$ cat config.mk
export PLATFORM = sky130hd
export DESIGN_NAME = hue_to_rgb_led_pwm_core_flat
export DESIGN_NICKNAME = d
export VERILOG_FILES = /design/src/hw/rtl/hrgb_pwm_pkg.sv /design/src/hw/rtl/hrgb_req_if.sv /design/src/hw/rtl/hrgb_rsp_if.sv /design/src/hw/rtl/hue_to_rgb_led_pwm_core.sv /design/src/hw/rtl/hrgb_wheel.sv /design/src/hw/rtl/hrgb_pwm_chan.sv /design/src/flat_wrapper.sv
export VERILOG_INCLUDE_DIRS = /design/src /design/src/hw/rtl
export SDC_FILE = /design/constraint.sdc
export NUM_CORES = 1
export LEC_CHECK = 0
export ABC_AREA = 1
export BUFFER_PORTS_ARGS = -buffer_cell sky130_fd_sc_hd__buf_2
export CELL_PAD_IN_SITES_DETAIL_PLACEMENT = 1
export CELL_PAD_IN_SITES_GLOBAL_PLACEMENT = 1
export CORE_MARGIN = 10
export CORE_UTILIZATION = 30
export CTS_CLUSTER_SIZE = 40
export DETAILED_ROUTE_END_ITERATION = 6
export HOLD_SLACK_MARGIN = 0.05
export PLACE_DENSITY = 0.59
export SLEW_MARGIN = 5
export SYNTH_ARGS = -nofsm -noshare
export SYNTH_HDL_FRONTEND = slang
export SYNTH_SLANG_ARGS = --single-unit
export TNS_END_PERCENT = 1
$ cat constraint.sdc
create_clock -name clock -period 4.3 [get_ports clock]
set_input_delay 0.43 -clock clock [delete_from_list [all_inputs] [get_ports clock]]
set_output_delay 0.43 -clock clock [all_outputs]
set_load 0.03 [all_outputs]
$ cat src/hw/rtl/hue_to_rgb_led_pwm_core_defines.svh
// ----------------------------------------------------------------------------
// Assertion macros for the hue-to-RGB LED PWM core
// Shared wrappers that clock assertions on clock and report through $error.
// ----------------------------------------------------------------------------
`ifndef HUE_TO_RGB_LED_PWM_CORE_DEFINES_SVH
`define HUE_TO_RGB_LED_PWM_CORE_DEFINES_SVH

// Checked only outside reset.
`define HRGB_ASSERT(lbl, prop, msg) \
   lbl: assert property (@(posedge clock) disable iff (reset) (prop)) else $error(msg);

// Checked on every edge, reset included.
`define HRGB_ASSERT_ALWAYS(lbl, prop, msg) \
   lbl: assert property (@(posedge clock) (prop)) else $error(msg);

`endif

$ cat src/hw/rtl/hrgb_pwm_pkg.sv
// ----------------------------------------------------------------------------
// Hue-to-RGB PWM package
// Shared types, reset constants and the gamma table.
// ----------------------------------------------------------------------------
`default_nettype none

package hrgb_pwm_pkg;

   typedef logic [7:0] duty_type;

   // Per-channel control from the top level to one PWM channel.
   typedef struct packed {
      logic     tick;
      logic     buf_load;
      duty_type buf_value;
   } chan_ctl_type;

   localparam duty_type RED_CNT_INIT   = 8'd255;
   localparam duty_type GREEN_CNT_INIT = 8'd170;
   localparam duty_type BLUE_CNT_INIT  = 8'd85;
   localparam duty_type RED_BUF_INIT   = 8'd10;
   localparam duty_type GREEN_BUF_INIT = 8'd80;
   localparam duty_type BLUE_BUF_INIT  = 8'd170;

   localparam logic KIND_TICK = 1'b0;
   localparam logic KIND_HUE  = 1'b1;

   // Gamma table indexed by the top five bits of a channel value.
   function automatic duty_type gamma_lookup(input logic [4:0] idx);
      duty_type g;
      case (idx)
         5'd0:    g = 8'd0;
         5'd1:    g = 8'd1;
         5'd2:    g = 8'd2;
         5'd3:    g = 8'd2;
         5'd4:    g = 8'd2;
         5'd5:    g = 8'd3;
         5'd6:    g = 8'd3;
         5'd7:    g = 8'd4;
         5'd8:    g = 8'd5;
         5'd9:    g = 8'd6;
         5'd10:   g = 8'd7;
         5'd11:   g = 8'd8;
         5'd12:   g = 8'd10;
         5'd13:   g = 8'd11;
         5'd14:   g = 8'd13;
         5'd15:   g = 8'd16;
         5'd16:   g = 8'd19;
         5'd17:   g = 8'd23;
         5'd18:   g = 8'd27;
         5'd19:   g = 8'd32;
         5'd20:   g = 8'd38;
         5'd21:   g = 8'd45;
         5'd22:   g = 8'd54;
         5'd23:   g = 8'd64;
         5'd24:   g = 8'd76;
         5'd25:   g = 8'd91;
         5'd26:   g = 8'd108;
         5'd27:   g = 8'd128;
         5'd28:   g = 8'd152;
         5'd29:   g = 8'd181;
         5'd30:   g = 8'd215;
         5'd31:   g = 8'd255;
         default: g = 8'd0;
      endcase
      return g;
   endfunction

endpackage

`default_nettype wire

$ cat src/hw/rtl/hrgb_req_if.sv
// ----------------------------------------------------------------------------
// Request channel interface
// Valid/ready channel carrying a timer tick or a hue sample.
// ----------------------------------------------------------------------------
`default_nettype none

interface hrgb_req_if;
   logic       valid;
   logic       ready;
   logic       event_kind;
   logic [7:0] hue;

   modport source (output valid, output event_kind, output hue, input ready);
   modport sink   (input valid, input event_kind, input hue, output ready);
endinterface

`default_nettype wire

$ cat src/hw/rtl/hrgb_rsp_if.sv
// ----------------------------------------------------------------------------
// Response channel interface
// Valid/ready channel carrying the three LED pin levels.
// ----------------------------------------------------------------------------
`default_nettype none

interface hrgb_rsp_if;
   logic valid;
   logic ready;
   logic red_pin;
   logic green_pin;
   logic blue_pin;

   modport source (output valid, output red_pin, output green_pin, output blue_pin,
                   input ready);
   modport sink   (input valid, input red_pin, input green_pin, input blue_pin,
                   output ready);
endinterface

`default_nettype wire

$ cat src/hw/rtl/hue_to_rgb_led_pwm_core.sv
// ----------------------------------------------------------------------------
// Hue-to-RGB LED PWM core
//
// Three-channel 8-bit LED PWM whose duty cycles come from a hue wheel.
// req_bus carries one beat per event: event_kind 0 is a PWM timer tick,
// event_kind 1 is a hue sample. A hue beat reloads the three compare buffers
// through the wheel and gamma table and yields no rsp beat. A tick beat yields
// one rsp beat with the pin levels computed on the previous tick, then steps
// the counters; a buffer takes effect at its channel's counter wrap.
// csr_we/csr_wdata write the invert option (active-low LEDs); write it idle.
// The rsp beat for a tick is valid on the cycle after acceptance.
// Throughput: one beat per cycle, set by the registered counter update and
// the one-deep rsp register. When rsp_bus stalls, the result holds in the rsp
// register and req_bus.ready drops until it is taken.
// Reset (synchronous) restores counters 255/170/85, buffers 10/80/170,
// compares 0, all LEDs off and the first tick's levels as all on.
// ----------------------------------------------------------------------------
`default_nettype none
`include "hue_to_rgb_led_pwm_core_defines.svh"

module hue_to_rgb_led_pwm_core
   import hrgb_pwm_pkg::*;
(
   input  wire logic    clock,
   input  wire logic    reset,
   hrgb_req_if.sink     req_bus,
   hrgb_rsp_if.source   rsp_bus,
   input  wire logic    csr_we,
   input  wire logic    csr_wdata
);

   logic         invert_ff;
   logic         rsp_valid_ff;
   logic [2:0]   rsp_pins_ff;
   logic         req_acc;
   logic         tick_acc;
   logic         hue_acc;
   duty_type     red_duty, green_duty, blue_duty;
   chan_ctl_type red_ctl, green_ctl, blue_ctl;
   logic [2:0]   level;

   assign req_bus.ready = !rsp_valid_ff || rsp_bus.ready;
   assign req_acc  = req_bus.valid && req_bus.ready;
   assign tick_acc = req_acc && (req_bus.event_kind == KIND_TICK);
   assign hue_acc  = req_acc && (req_bus.event_kind == KIND_HUE);

   hrgb_wheel u_wheel (
      .hue        (req_bus.hue),
      .red_duty   (red_duty),
      .green_duty (green_duty),
      .blue_duty  (blue_duty)
   );

   assign red_ctl   = '{tick: tick_acc, buf_load: hue_acc, buf_value: red_duty};
   assign green_ctl = '{tick: tick_acc, buf_load: hue_acc, buf_value: green_duty};
   assign blue_ctl  = '{tick: tick_acc, buf_load: hue_acc, buf_value: blue_duty};

   hrgb_pwm_chan #(.CNT_INIT(RED_CNT_INIT), .BUF_INIT(RED_BUF_INIT)) u_red (
      .clock (clock), .reset (reset), .ctl (red_ctl), .level (level[0])
   );
   hrgb_pwm_chan #(.CNT_INIT(GREEN_CNT_INIT), .BUF_INIT(GREEN_BUF_INIT)) u_green (
      .clock (clock), .reset (reset), .ctl (green_ctl), .level (level[1])
   );
   hrgb_pwm_chan #(.CNT_INIT(BLUE_CNT_INIT), .BUF_INIT(BLUE_BUF_INIT)) u_blue (
      .clock (clock), .reset (reset), .ctl (blue_ctl), .level (level[2])
   );

   always_ff @(posedge clock) begin
      if (reset) begin
         invert_ff    <= 1'b0;
         rsp_valid_ff <= 1'b0;
      end else begin
         if (csr_we) begin
            invert_ff <= csr_wdata;
         end
         if (tick_acc) begin
            rsp_valid_ff <= 1'b1;
         end else if (rsp_bus.ready) begin
            rsp_valid_ff <= 1'b0;
         end
      end
   end

   // Emit the levels from the previous tick, inverted for active-low LEDs.
   always_ff @(posedge clock) begin
      if (tick_acc) begin
         rsp_pins_ff <= level ^ {3{invert_ff}};
      end
   end

   assign rsp_bus.valid     = rsp_valid_ff;
   assign rsp_bus.red_pin   = rsp_pins_ff[0];
   assign rsp_bus.green_pin = rsp_pins_ff[1];
   assign rsp_bus.blue_pin  = rsp_pins_ff[2];

   `HRGB_ASSERT(a_tick_gives_beat, tick_acc |=> rsp_valid_ff, "tick did not produce a response beat")
   `HRGB_ASSERT(a_beat_from_tick, $rose(rsp_valid_ff) |-> $past(tick_acc), "response beat without a tick")
   `HRGB_ASSERT(a_hue_no_beat, (hue_acc && !rsp_bus.ready) |=> (rsp_valid_ff == $past(rsp_valid_ff)), "hue sample changed response valid")

endmodule

`default_nettype wire

$ cat src/hw/rtl/hrgb_wheel.sv
// ----------------------------------------------------------------------------
// Hue wheel and gamma
// Maps an 8-bit hue to gamma-corrected red, green and blue duty values.
// ----------------------------------------------------------------------------
`default_nettype none

module hrgb_wheel
   import hrgb_pwm_pkg::*;
(
   input  wire logic [7:0] hue,
   output duty_type        red_duty,
   output duty_type        green_duty,
   output duty_type        blue_duty
);

   localparam logic [7:0] SECT1_END = 8'd42;
   localparam logic [7:0] SECT2_END = 8'd85;
   localparam logic [7:0] SECT3_END = 8'd127;
   localparam logic [7:0] SECT4_END = 8'd170;
   localparam logic [7:0] SECT5_END = 8'd212;
   localparam logic [7:0] FULL      = 8'd255;

   // Slope of six per hue step, wrapped to 8 bits.
   function automatic logic [7:0] times6(input logic [7:0] x);
      return 8'({x, 2'b00} + {1'b0, x, 1'b0});
   endfunction

   logic [7:0] red_lin;
   logic [7:0] green_lin;
   logic [7:0] blue_lin;

   always_comb begin
      if (hue <= SECT1_END) begin
         red_lin = FULL;                      green_lin = times6(hue);
         blue_lin = 8'd0;
      end else if (hue <= SECT2_END) begin
         red_lin = times6(SECT2_END - hue);   green_lin = FULL;
         blue_lin = 8'd0;
      end else if (hue <= SECT3_END) begin
         red_lin = 8'd0;                      green_lin = FULL;
         blue_lin = times6(hue - SECT2_END);
      end else if (hue <= SECT4_END) begin
         red_lin = 8'd0;                      green_lin = times6(SECT4_END - hue);
         blue_lin = FULL;
      end else if (hue <= SECT5_END) begin
         red_lin = times6(hue - SECT4_END);   green_lin = 8'd0;
         blue_lin = FULL;
      end else begin
         red_lin = FULL;                      green_lin = 8'd0;
         blue_lin = times6(FULL - hue);
      end
   end

   assign red_duty   = gamma_lookup(red_lin[7:3]);
   assign green_duty = gamma_lookup(green_lin[7:3]);
   assign blue_duty  = gamma_lookup(blue_lin[7:3]);

endmodule

`default_nettype wire

$ cat src/hw/rtl/hrgb_pwm_chan.sv
// ----------------------------------------------------------------------------
// PWM channel
// Free-running counter, double-buffered compare and LED on/off flag.
// ----------------------------------------------------------------------------
`default_nettype none
`include "hue_to_rgb_led_pwm_core_defines.svh"

module hrgb_pwm_chan
   import hrgb_pwm_pkg::*;
#(
   parameter duty_type CNT_INIT = RED_CNT_INIT,
   parameter duty_type BUF_INIT = RED_BUF_INIT
)
(
   input  wire logic   clock,
   input  wire logic   reset,
   input  chan_ctl_type ctl,
   output logic        level
);

   duty_type cnt_ff, cnt_in;
   duty_type cmp_ff, cmp_in;
   duty_type buf_ff;
   logic     on_ff, on_in;
   logic     pend_ff;
   logic     wrap;

   always_comb begin
      cnt_in = 8'(cnt_ff + 8'd1);
      wrap   = (cnt_in == 8'd0);
      cmp_in = wrap ? buf_ff : cmp_ff;
      // Off wins over the wrap turn-on when both hit on the same tick.
      on_in  = (on_ff | wrap) & (cmp_in != cnt_in);
   end

   always_ff @(posedge clock) begin
      if (reset) begin
         cnt_ff  <= CNT_INIT;
         cmp_ff  <= 8'd0;
         buf_ff  <= BUF_INIT;
         on_ff   <= 1'b0;
         pend_ff <= 1'b1;
      end else begin
         if (ctl.buf_load) begin
            buf_ff <= ctl.buf_value;
         end
         if (ctl.tick) begin
            cnt_ff  <= cnt_in;
            cmp_ff  <= cmp_in;
            on_ff   <= on_in;
            pend_ff <= on_in;
         end
      end
   end

   assign level = pend_ff;

   `HRGB_ASSERT(a_wrap_loads_cmp, (ctl.tick && cnt_ff == 8'hFF) |=> (cmp_ff == $past(buf_ff)), "compare not loaded from buffer on wrap")
   `HRGB_ASSERT(a_zero_cmp_off, (ctl.tick && cnt_ff == 8'hFF && buf_ff == 8'd0) |=> !pend_ff, "zero compare left LED on")
   `HRGB_ASSERT(a_idle_flag_holds, (ctl.tick && cnt_in != 8'd0 && cnt_in != cmp_ff) |=> (on_ff == $past(on_ff)), "LED flag changed without wrap or match")

endmodule

`default_nettype wire

$ cat src/flat_wrapper.sv
// flat-port wrapper written by rule: the top's interface ports become plain ports
module hue_to_rgb_led_pwm_core_flat import hrgb_pwm_pkg::*;
  (clock, reset, csr_we, csr_wdata, req_bus_valid, req_bus_event_kind, req_bus_hue, req_bus_ready, rsp_bus_valid, rsp_bus_red_pin, rsp_bus_green_pin, rsp_bus_blue_pin, rsp_bus_ready);
  hrgb_req_if req_bus_i ();
  hrgb_rsp_if rsp_bus_i ();
  input  wire logic clock;
  input  wire logic reset;
  input  wire logic csr_we;
  input  wire logic csr_wdata;
  input wire logic [$bits(req_bus_i.valid)-1:0] req_bus_valid;
  input wire logic [$bits(req_bus_i.event_kind)-1:0] req_bus_event_kind;
  input wire logic [$bits(req_bus_i.hue)-1:0] req_bus_hue;
  output wire logic [$bits(req_bus_i.ready)-1:0] req_bus_ready;
  output wire logic [$bits(rsp_bus_i.valid)-1:0] rsp_bus_valid;
  output wire logic [$bits(rsp_bus_i.red_pin)-1:0] rsp_bus_red_pin;
  output wire logic [$bits(rsp_bus_i.green_pin)-1:0] rsp_bus_green_pin;
  output wire logic [$bits(rsp_bus_i.blue_pin)-1:0] rsp_bus_blue_pin;
  input wire logic [$bits(rsp_bus_i.ready)-1:0] rsp_bus_ready;
  assign req_bus_i.valid = req_bus_valid;
  assign req_bus_i.event_kind = req_bus_event_kind;
  assign req_bus_i.hue = req_bus_hue;
  assign req_bus_ready = req_bus_i.ready;
  assign rsp_bus_valid = rsp_bus_i.valid;
  assign rsp_bus_red_pin = rsp_bus_i.red_pin;
  assign rsp_bus_green_pin = rsp_bus_i.green_pin;
  assign rsp_bus_blue_pin = rsp_bus_i.blue_pin;
  assign rsp_bus_i.ready = rsp_bus_ready;
  hue_to_rgb_led_pwm_core u_core (.clock(clock), .reset(reset), .req_bus(req_bus_i), .rsp_bus(rsp_bus_i), .csr_we(csr_we), .csr_wdata(csr_wdata));
endmodule
==> summary.md, run 1 <==
| Metric | Value |
|---|---|
| Outcome | `finished, final reports clean` |
| Fraction of synthesized cell area taken by the top area cell type | `20.66%` |
| Number of buffers inserted during clock tree synthesis | `9` |
| Initial cell density of the core | `30.61%` |
| Worst reg2reg path depth | `16` |
| Crit end category | `flop` |
| Clock tree from TritonCTS | `yes` |
| Initial antenna violation count | `0` |
| Startpoint type of the worst setup path | `input port` |
| Logic depth of the worst setup path including buffers | `20` |
| Cell count after synthesis | `1245` |
| Die area | `32680 um^2` |
| Syn nets | `1321` |
| Category of the critical setup timing path | `in2reg` |
| Weighted congestion reported at the end of routability-driven placement | `0.8246` |
| Most instantiated library cell after synthesis | `sky130_fd_sc_hd__nand2_1` |
| Post-synth design cell area | `7754 um^2` |
| Flops & latches, synth | `83` |
| Core Footprint | `25330 um^2` |
| Buffers added on ports | `19` |
| PD cells | `326.8 nW/um^2` |
| Area growth syn-to-layout | `8.569%` |
| Final critical-path share of the clock period | `77.65%` |
| Die H | `180.8 um` |
| Total vias in the final route | `7695` |
| Synth area leader | `sky130_fd_sc_hd__dfxtp_1` |
| Global-route wire length before repair | `39190 um` |
| Synth Area per Inst | `6.228 um^2` |
| DP Wirelength | `17210 um` |
| Ranking of synthesized cells by area | `sky130_fd_sc_hd__dfxtp_1, sky130_fd_sc_hd__nand2_1, sky130_fd_sc_hd__nand3_1, sky130_fd_sc_hd__ha_1, sky130_fd_sc_hd__inv_1` |
| Sum of overflow across all layers after global routing | `0` |
| Post-Route Setup TNS | `0 ns` |
| Layout Nets | `1319` |
| Global-route usage over all layers | `13.96%` |
| Hold Buf Count CTS | `0` |
| Cell-by-cell trace of the critical path | `buf_2 -> inv_1 -> ha_1 -> inv_1 -> nand2_1 -> xor2_1 -> ha_1 -> nand2_1 -> nand2_1 -> nand2_1 -> a21oi_1 -> nor2_1 -> nand2_1 -> nand3_1 -> inv_2 -> nand2_1 -> o21ai_0 -> nand2_1 -> nand3_1 -> a21oi_1` |
| Antenna Diode Count | `0` |
| DRT Pass-1 Iters | `4` |
| Post-synthesis cell type count | `45` |
| Data required, critical path | `4.51 ns` |
| Number of remaining DRC errors | `0` |
| Wire length per cell | `14.33 um` |
| Cell count of the worst hold path | `2` |
| Kind of cell adding the most delay to the critical path | `simple AND/OR/NAND/NOR gates` |
| Max-slew headroom at the worst pin | `50.59%` |
| Final Hold Fails | `0` |
| Max frequency | `0.2995 GHz` |
| Number of max-cap violations | `0` |
| Maximum fanout count along the critical path | `16` |
| Yosys warns | `0` |
| Drt initial violations | `328` |
| Number of top-level pins | `20` |
| Leakage power of the design | `4.340 nW` |
| Clock root cell | `sky130_fd_sc_hd__clkbuf_16` |
| Minimum clock period | `3.339 ns` |
| Number of gates resized after cts | `0` |
| Fraction of registers with async set or reset after synthesis | `0%` |
| Final setup vio count | `0` |
| Critical path buffer and inverter count | `4` |
| Number of slew-limit violations in the final report | `0` |
| Number of flops mapped to enable cells by yosys | `3` |
| Worst path slowest cell | `sky130_fd_sc_hd__ha_1` |
| R2R Setup Slk | `1.23 ns` |
| Via density per instance | `4.880` |
| Number of buffers inserted to repair setup after CTS | `0` |
| Crit path DAT | `3.55 ns` |
| Die Wd | `180.8 um` |
| Most repeated library cell on the critical path | `sky130_fd_sc_hd__nand2_1` |
| Main synth FF type | `sky130_fd_sc_hd__dfxtp_1` |
| VDD IR max | `0.0002093 V` |
| Fraction of the yosys area taken by sequential cells | `21.82%` |
| Share of cells above drive strength 1 | `8.581%` |
| Max incr delay on CP | `0.37 ns` |
| Row count | `58` |
| Actual slew at the worst max-slew pin | `0.7385 ns` |
| Clock latency at the later pin of the worst-skew pair | `0.35 ns` |
| Worst hold path type | `in2reg` |
| Skew final | `0.007528 ns` |
| Aggregate routed wire length | `22600 um` |
| RSZ-0062 raised after global routing | `false` |
| Clock transition at the registers of the reported paths | `0.06 ns` |
| Most used standard cells in the synthesized netlist | `sky130_fd_sc_hd__nand2_1, sky130_fd_sc_hd__inv_1, sky130_fd_sc_hd__nand3_1` |
| Post-route total power | `2.751 mW` |
| Count of clock tree sinks | `83` |
| Antenna Nets Post-Route | `0` |
| Count of H-tree levels built during CTS | `3` |
| Largest net degree at the start of global routing | `59` |
| Bufs on Longest Clock Path | `2` |
| Via count of the first global-routing pass | `7769` |
[report_power, final]
part,switching (mW),total (mW),internal [mW]
clock network,0.320,0.797,0.477
logic,0.722,1.08,0.357
registers,0.0436,0.875,0.831
[worst paths after layout]
| kind | start | end |
|---|---|---|
| worst min-delay path | csr_we | u_core.invert_ff |
| worst max-delay path | req_bus_hue[1] | u_core.u_green.buf_ff[2] |
| worst min register to register | u_core.u_blue.on_ff | u_core.u_blue.on_ff |
| worst max register to register | u_core.u_blue.cnt_ff[0] | u_core.u_blue.on_ff |
[worst register-to-register path: stages, from the launching register on]
cell                       delay [ns]
sky130_fd_sc_hd__dfxtp_1         0.46
sky130_fd_sc_hd__ha_1            0.21
sky130_fd_sc_hd__nand2_1         0.09
sky130_fd_sc_hd__inv_1           0.10
sky130_fd_sc_hd__nand3_1         0.09
sky130_fd_sc_hd__nand2_1         0.07
sky130_fd_sc_hd__nand2_1         0.09
sky130_fd_sc_hd__nor2_1          0.60
sky130_fd_sc_hd__nand2_1         0.48
sky130_fd_sc_hd__nand2_1         0.21
sky130_fd_sc_hd__nand3b_1        0.09
sky130_fd_sc_hd__nand2_1         0.07
sky130_fd_sc_hd__nand2_1         0.06
sky130_fd_sc_hd__nor2_1          0.10
sky130_fd_sc_hd__nand2_1         0.08
sky130_fd_sc_hd__nand2_1         0.09
sky130_fd_sc_hd__a21oi_1         0.06
[final cells by class]
type                            count  area, um^2
Clock buffer                       11       252.7
Clock inverter                      4       50.05
Fill cell                        3317       16910
Inverter                          167       639.4
Multi-Input combinational cell    955        5216
Sequential cell                    83        1692
Tap cell                          330       412.9
Timing Repair Buffer               27       155.1
[through the flow]
stage	util (%)	hold slack, ns	worst slack, ns	instance area (um^2)	instances
after floorplan	-	0.4408	1.397	7754	1245
after global placement	32.04	0.4544	0.6186	8115	1562
after detailed placement	32.04	0.4612	0.5811	8115	1562
after CTS	33.24	0.2596	0.9461	8418	1577
after global routing	33.24	0.2717	0.5142	8418	1577
final	33.24	0.2701	0.9610	8418	1577
[sequential cells by signal (all words and copies together), names as in the netlist]
signal and count:
u_core.invert_ff 1, u_core.rsp_bus.valid 1, u_core.rsp_pins_ff 3, u_core.u_blue.buf_ff 8
u_core.u_blue.cmp_ff 8, u_core.u_blue.cnt_ff 8, u_core.u_blue.level 1, u_core.u_blue.on_ff 1
u_core.u_green.buf_ff 8, u_core.u_green.cmp_ff 8, u_core.u_green.cnt_ff 8, u_core.u_green.level 1
u_core.u_green.on_ff 1, u_core.u_red.buf_ff 8, u_core.u_red.cmp_ff 8, u_core.u_red.cnt_ff 8
u_core.u_red.level 1, u_core.u_red.on_ff 1
[cells in the final DEF (no fill, tap or decap), types with 3 or more instances in the layout]
| master | instances |
|---|---|
| sky130_fd_sc_hd__xnor2_1 | 8 |
| sky130_fd_sc_hd__o21ai_0 | 64 |
| sky130_fd_sc_hd__buf_4 | 8 |
| sky130_fd_sc_hd__edfxtp_1 | 3 |
| sky130_fd_sc_hd__ha_1 | 57 |
| sky130_fd_sc_hd__nor2_1 | 51 |
| sky130_fd_sc_hd__or2_2 | 4 |
| sky130_fd_sc_hd__nand3b_1 | 11 |
| sky130_fd_sc_hd__clkbuf_16 | 9 |
| sky130_fd_sc_hd__o21ai_1 | 12 |
| sky130_fd_sc_hd__nor2_2 | 3 |
| sky130_fd_sc_hd__nand4_1 | 27 |
| sky130_fd_sc_hd__inv_2 | 14 |
| sky130_fd_sc_hd__inv_1 | 147 |
| sky130_fd_sc_hd__nand3_2 | 5 |
| sky130_fd_sc_hd__nor2_4 | 4 |
| sky130_fd_sc_hd__nand2_4 | 3 |
| sky130_fd_sc_hd__dfxtp_1 | 80 |
| sky130_fd_sc_hd__nand3_1 | 148 |
| sky130_fd_sc_hd__buf_2 | 19 |
| sky130_fd_sc_hd__a21oi_2 | 8 |
| sky130_fd_sc_hd__clkinv_1 | 3 |
| sky130_fd_sc_hd__nand3_4 | 5 |
| sky130_fd_sc_hd__o21bai_1 | 23 |
| sky130_fd_sc_hd__nand2_2 | 9 |
| sky130_fd_sc_hd__fa_1 | 4 |
| sky130_fd_sc_hd__xor2_1 | 16 |
| sky130_fd_sc_hd__a21oi_1 | 68 |
| sky130_fd_sc_hd__nand2_1 | 398 |
| sky130_fd_sc_hd__o211ai_1 | 13 |
[layer usage]
metal	up-vias	part of all wire [%]	track usage, %
li1	4041	-	-
met2	47	46	23.07
met4	0	1.1	3.839
met1	3595	52	18.84
met5	-	0	0
met3	12	1.6	1.359
[logic make-up after synthesis]
family	synth area share, %
adder cells (fa/ha/maj)	10.23
flip-flops	21.82
buffers and inverters	11.01
AO/OA/AOI/OAI	14.65
AND/OR/NAND/NOR	39.45
multiplexers	0.1291
XOR/XNOR	2.711
Power figures use the tool's default switching activity.
==> run 2: changes to the inputs <==
Settings changed: PLACE_DENSITY 0.59 to 0.61.
Clock period 4.3 ns to 2.7 ns, I/O delays scaled along.
==> run 2 against run 1 <==
First-iteration DRC count is 5.8% lower. Die area is the same. Sequential power rose by 59%. Largest power group unchanged.
==> summary.md, run 2 (synthesis gave the netlist of run 1 again) <==
| Metric | Value |
|---|---|
| Cell-by-cell trace of the critical path | `buf_2 -> clkinvlp_4 -> buf_4 -> ha_2 -> inv_1 -> a21oi_2 -> xor2_1 -> ha_1 -> a21oi_1 -> or2_2 -> nand3_1 -> nand3_4 -> buf_4 -> nand2_1 -> nand2_1 -> nand2_1 -> nand2_1 -> nand3_1 -> nand2_1 -> inv_1` |
| Bufs on Longest Clock Path | `2 (unchanged)` |
| Final cell count without fillers | `1707 (+8.2%)` |
| Category of the critical setup timing path | `in2reg` |
| Met3 routed wirelength | `350 um (-4.6%)` |
| Area growth syn-to-layout | `23.96%` |
| Antenna Diode Count | `0 (unchanged)` |
| Number of top-level pins | `20 (unchanged)` |
| Final setup vio count | `0 (unchanged)` |
| Sum of overflow across all layers after global routing | `0 (unchanged)` |
| Filler cell count in the final layout | `3351 (+1.0%)` |
| Aggregate routed wire length | `23330 um (+3.2%)` |
| DP Wirelength | `18350 um (+6.6%)` |
| Number of remaining DRC errors | `0 (unchanged)` |
| PD cells | `494.1 nW/um^2 (+51%)` |
| Data required, critical path | `2.94 ns (-1.57 ns)` |
| Number of slew-limit violations in the final report | `0 (unchanged)` |
| Via density per instance | `4.762 (-2.4%)` |
| Global-route wire length before repair | `39810 um (+1.6%)` |
| Row count | `58 (unchanged)` |
| Global-route usage over all layers | `14.05% (+0.088 points)` |
| Count of clock tree sinks | `83 (unchanged)` |
| Largest net degree at the start of global routing | `59 (unchanged)` |
| Outcome | `finished, final reports clean` |
| Final critical-path share of the clock period | `93.26%` |
| Drt initial violations | `309 (-5.8%)` |
| Minimum clock period | `2.518 ns` |
| VDD IR max | `0.0003539 V (+69%)` |
| Core Footprint | `25330 um^2 (unchanged)` |
| Count of H-tree levels built during CTS | `3 (unchanged)` |
| Die H | `180.8 um (unchanged)` |
| Antenna Nets Post-Route | `0 (unchanged)` |
| Clock latency at the later pin of the worst-skew pair | `0.34 ns (about the same)` |
| Buffers added on ports | `19 (unchanged)` |
| Die Wd | `180.8 um (unchanged)` |
| Crit path DAT | `2.75 ns (-0.80 ns)` |
| Most repeated library cell on the critical path | `sky130_fd_sc_hd__nand2_1` |
| Max incr delay on CP | `0.30 ns (-0.07 ns)` |
| Clock root cell | `sky130_fd_sc_hd__clkbuf_16` |
| Number of buffers inserted during clock tree synthesis | `9 (unchanged)` |
| Share of cells above drive strength 1 | `19.61% (+11 points)` |
| Initial cell density of the core | `30.61% (unchanged)` |
| Worst hold path type | `in2reg` |
| Max frequency | `0.3971 GHz` |
| Placed instance count | `1689 (+8.1%)` |
| Highest routed layer | `met4` |
| DR WL met2 | `11170 um (+8.1%)` |
| Leakage power of the design | `4.997 nW (+15%)` |
| Layout Nets | `1448 (+9.8%)` |
| Die area | `32680 um^2 (unchanged)` |
| Post-Route Setup TNS | `0 ns (unchanged)` |
| DRT Pass-1 Iters | `4 (unchanged)` |
| Total vias in the final route | `8128 (+5.6%)` |
| Commonest non-fill, non-tap cell in the layout | `sky130_fd_sc_hd__nand2_1` |
| Initial antenna violation count | `0 (unchanged)` |
| Startpoint type of the worst setup path | `input port` |
| WL met1 | `11640 um (-0.21%)` |
| Maximum fanout count along the critical path | `8 (-8)` |
| Clock transition at the registers of the reported paths | `0.06 ns (about the same)` |
| Weighted congestion reported at the end of routability-driven placement | `0.8648 (+4.9%)` |
| Crit end category | `flop` |
| Actual slew at the worst max-slew pin | `0.6034 ns (-0.1351 ns)` |
| Cell area after layout | `9612 um^2 (+14%)` |
| Final Hold Fails | `0 (unchanged)` |
| Area after detailed placement | `9120 um^2 (+12%)` |
| Via count of the first global-routing pass | `8238 (+6.0%)` |
| RSZ-0062 raised after global routing | `true` |
| Skew final | `0.01040 ns (+0.002870 ns)` |
| Max-slew headroom at the worst pin | `59.77% (+9.2 points)` |
| Number of max-cap violations | `0 (unchanged)` |
| Commonest cells after routing, fill and taps aside | `sky130_fd_sc_hd__nand2_1, sky130_fd_sc_hd__nand3_1, sky130_fd_sc_hd__inv_1` |
| Wire length per cell | `13.67 um (-4.6%)` |
| Clock tree from TritonCTS | `yes` |
| Worst path slowest cell | `sky130_fd_sc_hd__ha_1` |
-- run 2: cell type report --
cell class                      instances  area, um^2  area share, %
Clock buffer                           12       246.5          2.564
Sequential cell                        83        1693          17.61
Inverter                              167       650.6          6.769
Clock inverter                          4       48.80         0.5077
Timing Repair Buffer                  156        1164          12.11
Multi-Input combinational cell        955        5396          56.14
Tap cell                              330       412.9          4.296
-- run 2: path summary, 6_finish.rpt --
check | startpoint | end | slack [ns] | cells after the start
hold reg to reg | u_core.u_red.buf_ff[5] | u_core.u_red.buf_ff[5] | 0.47 | 2
hold / removal | csr_we | u_core.invert_ff | 0.12 | 2
setup / recovery | req_bus_hue[1] | u_core.u_blue.buf_ff[0] | 0.18 | 20
setup reg to reg | u_core.u_blue.cnt_ff[0] | u_core.u_blue.on_ff | 0.30 | 18
-- run 2: worst max-delay path, delay by kind of cell --
family,cells,cell delay [ns]
buffers and inverters,6,0.62
AO/OA/AOI/OAI,2,0.36
AND/OR/NAND/NOR,9,0.71
adder cells (fa/ha/maj),2,0.56
XOR/XNOR,1,0.22
-- run 2: routing by layer --
layer  up-vias  global-route usage (%)
li1       4305                       -
met1      3770                   18.55
met2        42                   24.27
met3        11                   1.359
met4         0                   2.690
met5         -                       0
-- run 2: stage by stage --
stage | hold WS [ns] | total power [mW] | util [%] | setup slack [ns]
floorplan | 0.3642 | 2.768 | - | -0.01892
global placement | 0.4537 | 3.438 | 36.01 | -0.2730
global route | 0.1252 | 5.158 | 37.95 | -0.05785
detailed placement | 0.4609 | 3.469 | 36.01 | -0.4096
CTS | 0.1137 | 4.731 | 37.19 | 0.02867
finish | 0.1216 | 4.749 | 37.95 | 0.1819
-- run 2: power breakdown --
part           switching, mW  total, mW  internal [mW]
clock                  0.499       1.24          0.742
sequential            0.0668       1.39           1.32
combinational           1.25       2.12          0.867
total                   1.82       4.75           2.93
-- run 2: what timing repair did --
action / CTS / global route
endpoints found under the hold margin: 0 / 0
setup endpoints to repair: 3 / 28
pin swaps: 0 / 12
hold buffers: 0 / 0
buffers inserted: 0 / 2
gates resized for setup: 1 / 43
